==> src/design/matrix_multiply_row_block_unit_defines.svh <==
// assertion macros for the row block matrix product unit
`ifndef MATRIX_MULTIPLY_ROW_BLOCK_UNIT_DEFINES_SVH
`define MATRIX_MULTIPLY_ROW_BLOCK_UNIT_DEFINES_SVH

`ifndef SYNTHESIS
// plain property checked on every clock edge out of reset
`define MMRB_ASSERT(lbl, prop, msg) \
	lbl: assert property (@(posedge clk) disable iff (!arst_n) (prop)) else $error(msg);
// condition that must hold in the cycle after the trigger
`define MMRB_ASSERT_NEXT(lbl, trig, cons, msg) \
	lbl: assert property (@(posedge clk) disable iff (!arst_n) (trig) |=> (cons)) else $error(msg);
`else
`define MMRB_ASSERT(lbl, prop, msg)
`define MMRB_ASSERT_NEXT(lbl, trig, cons, msg)
`endif

`endif

==> src/design/mmrb_pkg.sv <==
`default_nettype none
package mmrb_pkg;

	localparam int DIM        = 8;
	localparam int IDX_W      = 3;
	localparam int ADDR_W     = 2 * IDX_W;
	localparam int VAL_W      = 16;
	localparam int PROD_W     = 2 * VAL_W;
	localparam int SUM_W      = 35;
	localparam int CMD_DEPTH  = 4;
	localparam int RES_DEPTH  = 2;
	localparam int CREDIT_W   = 2;
	localparam int CFG_IDX_W  = 1;
	localparam int CFG_DATA_W = 4;
	localparam int CNT_W      = 4;

	// configuration register indexes
	localparam logic [CFG_IDX_W-1:0] REG_FIRST_ROW = 1'b0;
	localparam logic [CFG_IDX_W-1:0] REG_ROW_COUNT = 1'b1;

	typedef enum logic [1:0] {
		OP_LOAD_A  = 2'd0,
		OP_LOAD_B  = 2'd1,
		OP_COMPUTE = 2'd2
	} op_t;

	typedef enum logic {
		ST_IDLE,
		ST_RUN
	} state_t;

	typedef struct packed {
		op_t                     kind;
		logic [IDX_W-1:0]        row;
		logic [IDX_W-1:0]        col;
		logic signed [VAL_W-1:0] value;
	} cmd_t;

	typedef struct packed {
		logic [IDX_W-1:0]        row;
		logic [IDX_W-1:0]        col;
		logic signed [SUM_W-1:0] sum;
		logic                    last;
	} res_t;

	// travels alongside the operand reads through the mac pipeline
	typedef struct packed {
		logic             valid;
		logic             kfirst;
		logic             kend;
		logic [IDX_W-1:0] row;
		logic [IDX_W-1:0] col;
		logic             last;
	} tag_t;

	typedef struct packed {
		logic                busy;
		logic [CREDIT_W-1:0] credits;
	} back_status_t;

endpackage
`default_nettype wire

==> src/design/matrix_multiply_row_block_unit.sv <==
// channel   dir  handshake             payload
// in        in   in_valid / in_ready   op, row, col, value
// out       out  out_valid / out_ready out_row, out_col, sum, last
// cfg       in   cfg_we                cfg_index, cfg_data
//
// loads are queued and written one per cycle, in order with compute commands, while no band runs
// a compute command walks its band one a*b term per cycle through the single mac,
// held while no result slot is free; results pass s1 read, s2 product, accumulate
// reset clears control and queues, sets config to first row 0, row count 8; operand stores hold garbage
// a stalled output fills a two-entry result queue, then the mac waits while
// the command queue keeps taking up to four beats
`default_nettype none
`include "matrix_multiply_row_block_unit_defines.svh"
module matrix_multiply_row_block_unit (
	input  wire logic                                  clk,
	input  wire logic                                  arst_n,
	input  wire logic                                  in_valid,
	output logic                                       in_ready,
	input  wire logic [1:0]                            op,
	input  wire logic [mmrb_pkg::IDX_W-1:0]            row,
	input  wire logic [mmrb_pkg::IDX_W-1:0]            col,
	input  wire logic signed [mmrb_pkg::VAL_W-1:0]     value,
	output logic                                       out_valid,
	input  wire logic                                  out_ready,
	output logic [mmrb_pkg::IDX_W-1:0]                 out_row,
	output logic [mmrb_pkg::IDX_W-1:0]                 out_col,
	output logic signed [mmrb_pkg::SUM_W-1:0]          sum,
	output logic                                       last,
	input  wire logic                                  cfg_we,
	input  wire logic [mmrb_pkg::CFG_IDX_W-1:0]        cfg_index,
	input  wire logic [mmrb_pkg::CFG_DATA_W-1:0]       cfg_data
);

	logic [mmrb_pkg::IDX_W-1:0] first_row_q;
	logic [mmrb_pkg::CNT_W-1:0] row_count_q;

	logic                  cmd_valid;
	logic                  cmd_ready;
	mmrb_pkg::cmd_t        cmd;
	mmrb_pkg::res_t        res;
	mmrb_pkg::back_status_t back_status;

	always_ff @(posedge clk or negedge arst_n) begin
		if (!arst_n) begin
			first_row_q <= '0;
			row_count_q <= mmrb_pkg::CNT_W'(mmrb_pkg::DIM);
		end else if (cfg_we) begin
			unique case (cfg_index)
				mmrb_pkg::REG_FIRST_ROW: first_row_q <= cfg_data[mmrb_pkg::IDX_W-1:0];
				mmrb_pkg::REG_ROW_COUNT: row_count_q <= cfg_data[mmrb_pkg::CNT_W-1:0];
				default: ;
			endcase
		end
	end

	mmrb_front u_front (
		.clk      (clk),
		.arst_n   (arst_n),
		.in_valid (in_valid),
		.in_ready (in_ready),
		.op       (op),
		.row      (row),
		.col      (col),
		.value    (value),
		.cmd_valid(cmd_valid),
		.cmd_ready(cmd_ready),
		.cmd      (cmd)
	);

	mmrb_back u_back (
		.clk      (clk),
		.arst_n   (arst_n),
		.cmd_valid(cmd_valid),
		.cmd_ready(cmd_ready),
		.cmd      (cmd),
		.first_row(first_row_q),
		.row_count(row_count_q),
		.out_valid(out_valid),
		.out_ready(out_ready),
		.res      (res),
		.status   (back_status)
	);

	assign out_row = res.row;
	assign out_col = res.col;
	assign sum     = res.sum;
	assign last    = res.last;

	`MMRB_ASSERT(a_credit_bound, back_status.credits <= 2'd2, "result slots overbooked")
	`MMRB_ASSERT(a_no_credit_no_out, (back_status.credits == 2'd0) |-> !out_valid, "result without slot")
	`MMRB_ASSERT(a_run_holds_queue, (back_status.busy && !cmd_ready) |-> !(cmd_valid && cmd_ready), "command taken while running")
	`MMRB_ASSERT_NEXT(a_full_stays, (back_status.credits == 2'd2) && !(out_valid && out_ready), back_status.credits == 2'd2, "element started with no free slot")

endmodule
`default_nettype wire

==> src/design/mmrb_fifo.sv <==
`default_nettype none
module mmrb_fifo #(
	parameter int WIDTH = 8,
	parameter int DEPTH = 2
) (
	input  wire logic             clk,
	input  wire logic             arst_n,
	input  wire logic             push,
	input  wire logic [WIDTH-1:0] push_data,
	output logic                  full,
	input  wire logic             pop,
	output logic [WIDTH-1:0]      pop_data,
	output logic                  empty
);

	localparam int PTR_W = (DEPTH > 1) ? $clog2(DEPTH) : 1;
	localparam int CNT_W = $clog2(DEPTH + 1);

	logic [WIDTH-1:0] mem_q [DEPTH];
	logic [PTR_W-1:0] wr_ptr_q;
	logic [PTR_W-1:0] rd_ptr_q;
	logic [CNT_W-1:0] count_q;
	logic             do_push;
	logic             do_pop;

	assign empty    = (count_q == '0);
	assign full     = (count_q == CNT_W'(DEPTH));
	assign do_push  = push && !full;
	assign do_pop   = pop && !empty;
	assign pop_data = mem_q[rd_ptr_q];

	always_ff @(posedge clk) begin
		if (do_push) begin
			mem_q[wr_ptr_q] <= push_data;
		end
	end

	always_ff @(posedge clk or negedge arst_n) begin
		if (!arst_n) begin
			wr_ptr_q <= '0;
			rd_ptr_q <= '0;
			count_q  <= '0;
		end else begin
			if (do_push) begin
				wr_ptr_q <= (wr_ptr_q == PTR_W'(DEPTH - 1)) ? '0 : wr_ptr_q + 1'b1;
			end
			if (do_pop) begin
				rd_ptr_q <= (rd_ptr_q == PTR_W'(DEPTH - 1)) ? '0 : rd_ptr_q + 1'b1;
			end
			unique case ({do_push, do_pop})
				2'b10:   count_q <= count_q + 1'b1;
				2'b01:   count_q <= count_q - 1'b1;
				default: count_q <= count_q;
			endcase
		end
	end

endmodule
`default_nettype wire

==> src/design/mmrb_front.sv <==
`default_nettype none
module mmrb_front (
	input  wire logic                             clk,
	input  wire logic                             arst_n,
	input  wire logic                             in_valid,
	output logic                                  in_ready,
	input  wire logic [1:0]                       op,
	input  wire logic [mmrb_pkg::IDX_W-1:0]       row,
	input  wire logic [mmrb_pkg::IDX_W-1:0]       col,
	input  wire logic signed [mmrb_pkg::VAL_W-1:0] value,
	output logic                                  cmd_valid,
	input  wire logic                             cmd_ready,
	output mmrb_pkg::cmd_t                        cmd
);

	mmrb_pkg::cmd_t cmd_in;
	logic           keep;
	logic           full;
	logic           empty;
	logic [$bits(mmrb_pkg::cmd_t)-1:0] pop_bits;

	// unused opcode is taken and dropped here
	always_comb begin
		unique case (op)
			mmrb_pkg::OP_LOAD_A,
			mmrb_pkg::OP_LOAD_B,
			mmrb_pkg::OP_COMPUTE: keep = 1'b1;
			default:              keep = 1'b0;
		endcase
	end

	assign cmd_in.kind  = mmrb_pkg::op_t'(op);
	assign cmd_in.row   = row;
	assign cmd_in.col   = col;
	assign cmd_in.value = value;

	assign in_ready = !full;

	mmrb_fifo #(
		.WIDTH($bits(mmrb_pkg::cmd_t)),
		.DEPTH(mmrb_pkg::CMD_DEPTH)
	) u_cmd_fifo (
		.clk      (clk),
		.arst_n   (arst_n),
		.push     (in_valid && keep),
		.push_data(cmd_in),
		.full     (full),
		.pop      (cmd_ready),
		.pop_data (pop_bits),
		.empty    (empty)
	);

	assign cmd_valid = !empty;
	assign cmd       = mmrb_pkg::cmd_t'(pop_bits);

endmodule
`default_nettype wire

==> src/design/mmrb_back.sv <==
`default_nettype none
module mmrb_back (
	input  wire logic                            clk,
	input  wire logic                            arst_n,
	input  wire logic                            cmd_valid,
	output logic                                 cmd_ready,
	input  wire mmrb_pkg::cmd_t                  cmd,
	input  wire logic [mmrb_pkg::IDX_W-1:0]      first_row,
	input  wire logic [mmrb_pkg::CNT_W-1:0]      row_count,
	output logic                                 out_valid,
	input  wire logic                            out_ready,
	output mmrb_pkg::res_t                       res,
	output mmrb_pkg::back_status_t               status
);

	localparam int IDX_W  = mmrb_pkg::IDX_W;
	localparam int VAL_W  = mmrb_pkg::VAL_W;
	localparam int PROD_W = mmrb_pkg::PROD_W;
	localparam int SUM_W  = mmrb_pkg::SUM_W;
	localparam int CNT_W  = mmrb_pkg::CNT_W;
	localparam int CR_W   = mmrb_pkg::CREDIT_W;
	localparam int DEPTH  = mmrb_pkg::DIM * mmrb_pkg::DIM;

	mmrb_pkg::state_t state_q;
	mmrb_pkg::state_t state_d;

	logic [VAL_W-1:0] a_mem [DEPTH];
	logic [VAL_W-1:0] b_mem [DEPTH];

	logic [IDX_W-1:0] i_q;
	logic [IDX_W-1:0] j_q;
	logic [IDX_W-1:0] k_q;
	logic [IDX_W-1:0] last_row_q;
	logic [CR_W-1:0]  credits_q;

	logic [CNT_W:0]   end_sum;
	logic [CNT_W-1:0] band_end;
	logic             band_ok;

	logic             issue;
	logic             wr_a;
	logic             wr_b;
	logic             start_run;
	logic             k_wrap;
	logic             j_wrap;

	logic signed [VAL_W-1:0]  rd_a_s1;
	logic signed [VAL_W-1:0]  rd_b_s1;
	mmrb_pkg::tag_t           tag_s1;
	logic signed [PROD_W-1:0] prod_s2;
	mmrb_pkg::tag_t           tag_s2;
	logic signed [SUM_W-1:0]  acc_q;
	logic signed [SUM_W-1:0]  acc_sum;

	mmrb_pkg::res_t res_in;
	logic           res_full;
	logic           res_empty;
	logic [$bits(mmrb_pkg::res_t)-1:0] res_bits;

	// band clipped at the matrix edge
	assign end_sum  = (CNT_W + 1)'(first_row) + (CNT_W + 1)'(row_count);
	assign band_end = (end_sum > (CNT_W + 1)'(mmrb_pkg::DIM)) ?
		CNT_W'(mmrb_pkg::DIM) : end_sum[CNT_W-1:0];
	assign band_ok  = CNT_W'(first_row) < band_end;

	assign k_wrap = (k_q == IDX_W'(mmrb_pkg::DIM - 1));
	assign j_wrap = (j_q == IDX_W'(mmrb_pkg::DIM - 1));

	always_comb begin
		state_d   = state_q;
		cmd_ready = 1'b0;
		issue     = 1'b0;
		wr_a      = 1'b0;
		wr_b      = 1'b0;
		start_run = 1'b0;
		unique case (state_q)
			mmrb_pkg::ST_IDLE: begin
				cmd_ready = 1'b1;
				if (cmd_valid) begin
					unique case (cmd.kind)
						mmrb_pkg::OP_LOAD_A:  wr_a = 1'b1;
						mmrb_pkg::OP_LOAD_B:  wr_b = 1'b1;
						mmrb_pkg::OP_COMPUTE: begin
							if (band_ok) begin
								start_run = 1'b1;
								state_d   = mmrb_pkg::ST_RUN;
							end
						end
						default: ;
					endcase
				end
			end
			mmrb_pkg::ST_RUN: begin
				// a new element starts only with a result slot reserved for it
				issue = !((k_q == '0) && (credits_q >= CR_W'(mmrb_pkg::RES_DEPTH)));
				if (issue && k_wrap && j_wrap && (i_q == last_row_q)) begin
					state_d = mmrb_pkg::ST_IDLE;
				end
			end
			default: state_d = mmrb_pkg::ST_IDLE;
		endcase
	end

	always_ff @(posedge clk or negedge arst_n) begin
		if (!arst_n) begin
			state_q    <= mmrb_pkg::ST_IDLE;
			i_q        <= '0;
			j_q        <= '0;
			k_q        <= '0;
			last_row_q <= '0;
		end else begin
			state_q <= state_d;
			if (start_run) begin
				i_q        <= first_row;
				j_q        <= '0;
				k_q        <= '0;
				last_row_q <= IDX_W'(band_end - 1'b1);
			end else if (issue) begin
				k_q <= k_wrap ? '0 : k_q + 1'b1;
				if (k_wrap) begin
					j_q <= j_wrap ? '0 : j_q + 1'b1;
					if (j_wrap) begin
						i_q <= i_q + 1'b1;
					end
				end
			end
		end
	end

	// operand stores, registered read
	always_ff @(posedge clk) begin
		if (wr_a) begin
			a_mem[{cmd.row, cmd.col}] <= cmd.value;
		end
		if (issue) begin
			rd_a_s1 <= a_mem[{i_q, k_q}];
		end
	end

	always_ff @(posedge clk) begin
		if (wr_b) begin
			b_mem[{cmd.row, cmd.col}] <= cmd.value;
		end
		if (issue) begin
			rd_b_s1 <= b_mem[{k_q, j_q}];
		end
	end

	always_ff @(posedge clk) begin
		prod_s2 <= rd_a_s1 * rd_b_s1;
		if (tag_s2.valid) begin
			acc_q <= acc_sum;
		end
	end

	always_ff @(posedge clk or negedge arst_n) begin
		if (!arst_n) begin
			tag_s1 <= '0;
			tag_s2 <= '0;
		end else begin
			tag_s1.valid  <= issue;
			tag_s1.kfirst <= (k_q == '0);
			tag_s1.kend   <= k_wrap;
			tag_s1.row    <= i_q;
			tag_s1.col    <= j_q;
			tag_s1.last   <= j_wrap && (i_q == last_row_q);
			tag_s2        <= tag_s1;
		end
	end

	assign acc_sum = (tag_s2.kfirst ? '0 : acc_q) +
		{{(SUM_W - PROD_W){prod_s2[PROD_W-1]}}, prod_s2};

	assign res_in.row  = tag_s2.row;
	assign res_in.col  = tag_s2.col;
	assign res_in.sum  = acc_sum;
	assign res_in.last = tag_s2.last;

	mmrb_fifo #(
		.WIDTH($bits(mmrb_pkg::res_t)),
		.DEPTH(mmrb_pkg::RES_DEPTH)
	) u_res_fifo (
		.clk      (clk),
		.arst_n   (arst_n),
		.push     (tag_s2.valid && tag_s2.kend),
		.push_data(res_in),
		.full     (res_full),
		.pop      (out_ready),
		.pop_data (res_bits),
		.empty    (res_empty)
	);

	assign out_valid = !res_empty;
	assign res       = mmrb_pkg::res_t'(res_bits);

	// slots held by results queued or still in the mac pipeline
	always_ff @(posedge clk or negedge arst_n) begin
		if (!arst_n) begin
			credits_q <= '0;
		end else begin
			unique case ({issue && (k_q == '0), out_valid && out_ready})
				2'b10:   credits_q <= credits_q + 1'b1;
				2'b01:   credits_q <= credits_q - 1'b1;
				default: credits_q <= credits_q;
			endcase
		end
	end

	assign status.busy    = (state_q == mmrb_pkg::ST_RUN) || res_full;
	assign status.credits = credits_q;

endmodule
`default_nettype wire

==> config.mk <==
export PLATFORM = sky130hd
export DESIGN_NAME = matrix_multiply_row_block_unit
export DESIGN_NICKNAME = d
export VERILOG_FILES = /design/src/design/mmrb_pkg.sv /design/src/design/matrix_multiply_row_block_unit.sv /design/src/design/mmrb_fifo.sv /design/src/design/mmrb_front.sv /design/src/design/mmrb_back.sv
export VERILOG_INCLUDE_DIRS = /design/src /design/src/design
export SDC_FILE = /design/constraint.sdc
export NUM_CORES = 2
export LEC_CHECK = 0
export BUFFER_PORTS_ARGS = -buffer_cell sky130_fd_sc_hd__clkbuf_2
export CORE_MARGIN = 4
export CORE_UTILIZATION = 40
export CTS_BUF_LIST = sky130_fd_sc_hd__clkbuf_4
export DETAILED_ROUTE_END_ITERATION = 12
export GPL_ROUTABILITY_DRIVEN = 0
export PLACE_DENSITY = 0.55
export SETUP_SLACK_MARGIN = 0.2
export SLEW_MARGIN = 5
export SYNTH_ARGS = -nofsm -noshare
export SYNTH_HDL_FRONTEND = slang
export SYNTH_SLANG_ARGS = --single-unit
==> constraint.sdc <==
create_clock -name clk -period 6.89 [get_ports clk]
set_input_delay 0.3445 -clock clk [delete_from_list [all_inputs] [get_ports clk]]
set_output_delay 0.3445 -clock clk [all_outputs]
set_load 0.03 [all_outputs]
==> impl_metrics.py <==
metrics = {
    "status": {
        "outcome": "finished, violations left",
        "violations": "antenna rules",
    },
    "cts": {
        "clock_sink_count": 2380,
        "tritoncts": "built",
        "clock_path_buffers": 4,
        "clkLatencyLatePin_ns": 1.44,
        "cts.root.buffer_cell": "sky130_fd_sc_hd__clkbuf_4",
        "num_cts_buffers": 628,
        "cts-htree-levels": 6,
        "clk_transition_reported_paths_ns": 0.07,
    },
    "sta": {
        "finalCriticalPeriod_ns": 6.44,
        "slew_headroom_pct": 18.8,
        "worst_hold_slack_ns": 0.230,
        "fin_tns_setup_ns": 0,
        "maxSlewViolCount": 0,
        "final.setup.worst_slack_ns": 0.451,
        "finClkSkew_ns": 0.158,
        "worst-slew-pin-transition_ns": 1.21,
        "final_hold_viol_count": 0,
        "finalSetupViolations": 0,
        "timing.fmax_ghz": 0.155,
        "grt_setup_unrepaired": "false",
        "layout_worst_path_cycle_share_pct": 93.5,
    },
    "routing": {
        "finalWirelength_um": 247000,
        "drt_drc_violations_left": 0,
        "first_iter_violations": 4458,
        "dr.pass1.iters": 5,
        "vias_per_cell": 5.30,
        "num_vias": 51000,
        "routed_wire_length_per_instance_um": 25.7,
        "ant_nets": 1,
    },
    "logic_synthesis": {
        "yosys.area.top_type_share_pct": 67.9,
        "synth-warning-count": 0,
        "synthesis.nets": 5427,
        "synth_area_mm2": 0.102,
        "ys_seq_elements": 2380,
        "asyncSetResetFlopFracSynth_pct": 2.23,
        "synthesis.instances": 4992,
        "synthFlopType": "sky130_fd_sc_hd__edfxtp_1",
        "number_of_flops_mapped_to_enable_cells_by_yosys": 2295,
        "synth_area_leaders": "sky130_fd_sc_hd__edfxtp_1, sky130_fd_sc_hd__mux4_2, sky130_fd_sc_hd__fa_1, sky130_fd_sc_hd__ha_1, sky130_fd_sc_hd__dfrtp_1",
        "synth.yosys.seq_area_share_pct": 69.8,
        "synth_top_cell_by_area": "sky130_fd_sc_hd__edfxtp_1",
        "number_of_library_cell_types_mapped_by_synthesis": 67,
        "syn_area_per_cell_um2": 20.3,
    },
    "hold_path": {
        "min-delay-path-class": "input pin to flip-flop",
        "hp-start": "value[9]",
        "hold-path-cell-count": 3,
    },
    "worst_setup_path": {
        "critical_path_peak_fanout": 8,
        "start_kind": "flip-flop",
        "path_delay_family": "adder cells",
        "regToRegStartpoint": "u_back.rd_b_s1[2]",
        "cp.depth": 21,
        "cp_num_buf_inv": 5,
        "worstPathArrival_ns": 7.64,
        "crit_type": "flip-flop to flip-flop",
        "cpMaxStageDelayCell": "sky130_fd_sc_hd__fa_1",
        "required_ns": 8.09,
        "cpMostUsedCell": "sky130_fd_sc_hd__fa_1",
        "worst_setup_path_end_kind": "flip-flop",
        "worstPathCellList": "and2_1 -> fa_1 -> inv_1 -> fa_1 -> inv_1 -> fa_1 -> inv_1 -> fa_1 -> fa_1 -> fa_1 -> inv_1 -> ha_1 -> nand4_1 -> nor3b_2 -> o211ai_1 -> a211oi_2 -> buf_4 -> o2111ai_2 -> a41oi_2 -> nor4_1 -> a311o_1",
        "worst_setup_path_startpoint": "u_back.rd_b_s1[2]",
        "reg2reg_slack_ns": 0.45,
        "timing.critical_path.slowest_cell_delay_ns": 0.55,
        "timing.reg2reg.worst_path_depth": 21,
    },
    "grt": {
        "grt_remaining_overflow": 0,
        "grt_start_max_net_pins": 133,
        "antenna_found_initial": 22,
        "grt_first_pass_wirelength_um": 365000,
        "number_of_global_route_vias_before_repair": 54100,
        "grt.total_usage_pct": 18.8,
    },
    "place": {
        "dp_slack_ns": 0.111,
        "number_of_port_buffers": 77,
        "dpl.hpwl_um": 147000,
    },
    "die": {
        "floorplan.die.height_um": 512,
        "floorplan.core_area_mm2": 0.252,
        "start_util_pct": 40.3,
        "die-width_um": 512,
        "fp.dieArea_mm2": 0.262,
        "io-pin-count": 78,
        "number_of_standard_cell_rows_in_the_floorplan": 184,
    },
    "flow_run": {
        "cap_viol_max_count": 0,
    },
    "final_layout": {
        "layout.nets": 6250,
        "area.growth.synth_to_final_pct": 14.3,
        "finalCoreUtilization_pct": 46.1,
        "drive_above_1_share_pct": 33.5,
    },
}
## flip-flops by register name, indices dropped and copies added (netlist names), 3 cells and up
register and cells:
first_row_q 3, row_count_q 4, u_back.a_mem 1024, u_back.acc_q 35, u_back.b_mem 1024, u_back.i_q 3
u_back.j_q 3, u_back.k_q 3, u_back.last_row_q 3, u_back.prod_s2 32, u_back.rd_a_s1 16, u_back.rd_b_s1 16
u_back.res_in 7, u_back.tag_s1 10, u_back.tag_s2 3, u_back.u_res_fifo.mem_q 84, u_front.u_cmd_fifo.count_q 3, u_front.u_cmd_fifo.mem_q 96
## stage by stage
stage	cell area, um2	cells
2_1_floorplan	102000	4992
3_3_place_gp	107000	8414
3_5_place_dp	107000	8414
4_1_cts	116000	9593
5_1_grt	116000	9608
6_report	116000	9621
## cell families (layout without fill, tap and decap cells)
| group | count (synthesis) | in the layout | share of synthesized area (%) |
|---|---|---|---|
| flip-flops | 2380 | 2380 | 69.8 |
| multiplexers | 753 | 753 | 16.1 |
| AO/OA/AOI/OAI | 189 | 189 | 1.21 |
| XOR/XNOR | 82 | 82 | 0.707 |
| adder cells (fa/ha/maj) | 401 | 401 | 6.90 |
| buffers and inverters | 542 | 1804 | 2.23 |
| AND/OR/NAND/NOR | 645 | 645 | 3.05 |
| other | 0 | 19 | 0 |
## worst register-to-register path: stages (launching register included)
cell,delay (ns)
sky130_fd_sc_hd__edfxtp_1,0.51
sky130_fd_sc_hd__and2_1,0.23
sky130_fd_sc_hd__fa_1,0.51
sky130_fd_sc_hd__inv_1,0.06
sky130_fd_sc_hd__fa_1,0.54
sky130_fd_sc_hd__inv_1,0.05
sky130_fd_sc_hd__fa_1,0.53
sky130_fd_sc_hd__inv_1,0.07
sky130_fd_sc_hd__fa_1,0.56
sky130_fd_sc_hd__fa_1,0.43
sky130_fd_sc_hd__fa_1,0.49
sky130_fd_sc_hd__inv_1,0.04
sky130_fd_sc_hd__ha_1,0.36
sky130_fd_sc_hd__nand4_1,0.19
sky130_fd_sc_hd__nor3b_2,0.20
sky130_fd_sc_hd__o211ai_1,0.22
sky130_fd_sc_hd__a211oi_2,0.27
sky130_fd_sc_hd__buf_4,0.16
sky130_fd_sc_hd__o2111ai_2,0.14
sky130_fd_sc_hd__a41oi_2,0.28
sky130_fd_sc_hd__nor4_1,0.09
sky130_fd_sc_hd__a311o_1,0.33
## synth_stat cells, types with 3 or more instances
library cell               count
sky130_fd_sc_hd__edfxtp_1   2295
sky130_fd_sc_hd__mux4_2      696
sky130_fd_sc_hd__inv_1       329
sky130_fd_sc_hd__fa_1        265
sky130_fd_sc_hd__nor2_1      185
sky130_fd_sc_hd__nand2_1     178
sky130_fd_sc_hd__and2_1      138
sky130_fd_sc_hd__ha_1        136
sky130_fd_sc_hd__clkbuf_1    129
sky130_fd_sc_hd__xnor2_1      60
sky130_fd_sc_hd__a21oi_1      52
sky130_fd_sc_hd__dfrtp_1      52
sky130_fd_sc_hd__mux2_2       50
sky130_fd_sc_hd__nor2b_1      48
sky130_fd_sc_hd__buf_4        36
sky130_fd_sc_hd__dfxtp_1      32
sky130_fd_sc_hd__a21o_1       25
sky130_fd_sc_hd__o21ai_0      25
sky130_fd_sc_hd__xor2_1       22
sky130_fd_sc_hd__nor3_1       21
sky130_fd_sc_hd__buf_2        20
sky130_fd_sc_hd__buf_1        18
sky130_fd_sc_hd__nand2b_1     17
sky130_fd_sc_hd__nand3_1      17
sky130_fd_sc_hd__a31oi_1      11
sky130_fd_sc_hd__o21ai_1      11
sky130_fd_sc_hd__o21bai_1     10
sky130_fd_sc_hd__a211oi_1      9
sky130_fd_sc_hd__and3_1        9
sky130_fd_sc_hd__buf_6         9
sky130_fd_sc_hd__o21a_1        9
sky130_fd_sc_hd__nand4_1       7
sky130_fd_sc_hd__nand3b_1      6
sky130_fd_sc_hd__a221oi_1      4
sky130_fd_sc_hd__mux2_1        4
sky130_fd_sc_hd__nor4_1        4
sky130_fd_sc_hd__o211ai_1      4
sky130_fd_sc_hd__o31ai_1       4
sky130_fd_sc_hd__or2_2         4
sky130_fd_sc_hd__a21boi_1      3
sky130_fd_sc_hd__mux2i_1       3
sky130_fd_sc_hd__or3_1         3
## layout make-up
cell class | count | area (um2)
diodes | 19 | 47.5
clock buffers | 919 | 6900
clock inverters | 150 | 965
fillers | 21500 | 136000
inverters | 330 | 1240
multi-input cells | 2070 | 28500
flip-flops and latches | 2380 | 70900
well taps | 3348 | 4190
repair buffers | 405 | 3250
## per-layer routing
metal  global-route usage [%]  vias to the layer above  routed length, um
li1                         -                    21800                  -
met1                     27.9                    27100             112000
met2                     29.0                     1775             115000
met3                     3.80                      326              16700
met4                     4.20                       10               3910
met5                        0                        -                 80
## cell usage in the layout (no fill, tap or decap), drive strengths merged, types with 5 or more instances in the layout
master,count
clkbuf,995
mux2,54
nand3,17
a31oi,11
mux4,696
a21o,25
clkinv,104
nand2b,17
and3,9
fa,265
ha,136
nor3,21
nor2,185
o21a,9
or2,5
a21oi,53
nand4,7
clkinvlp,14
dfrtp,52
dfxtp,32
xor2,22
and2,138
o21bai,10
o21ai,36
nand2,178
buf,256
inv,353
nand3b,6
edfxtp,2295
nor2b,48
xnor2,60
dlygate4sd3,73
bufinv,9
diode,19
a211oi,9
## final timing paths
| path | end |
|---|---|
| max in group asynchronous | u_back.i_q[0] |
| setup reg to reg | u_back.prod_s2[31] |
| hold / removal | u_front.u_cmd_fifo.mem_q[0][9] |
| min in group asynchronous | u_front.u_cmd_fifo.wr_ptr_q[1] |
| setup / recovery | u_back.prod_s2[31] |
| hold reg to reg | u_back.tag_s2[9] |
## what timing repair did
action                     in CTS  in global routing
buffers inserted               37                  9
setup endpoints to repair       1                  2
hold endpoints to repair      262                  0
hold buffers                   73                  0
resized for setup               1                  6
pin swaps                       0                  4
Power is left out: the tool's default activity adds up to more than one toggle a clock period on the data nets, which glitch-free logic cannot reach.
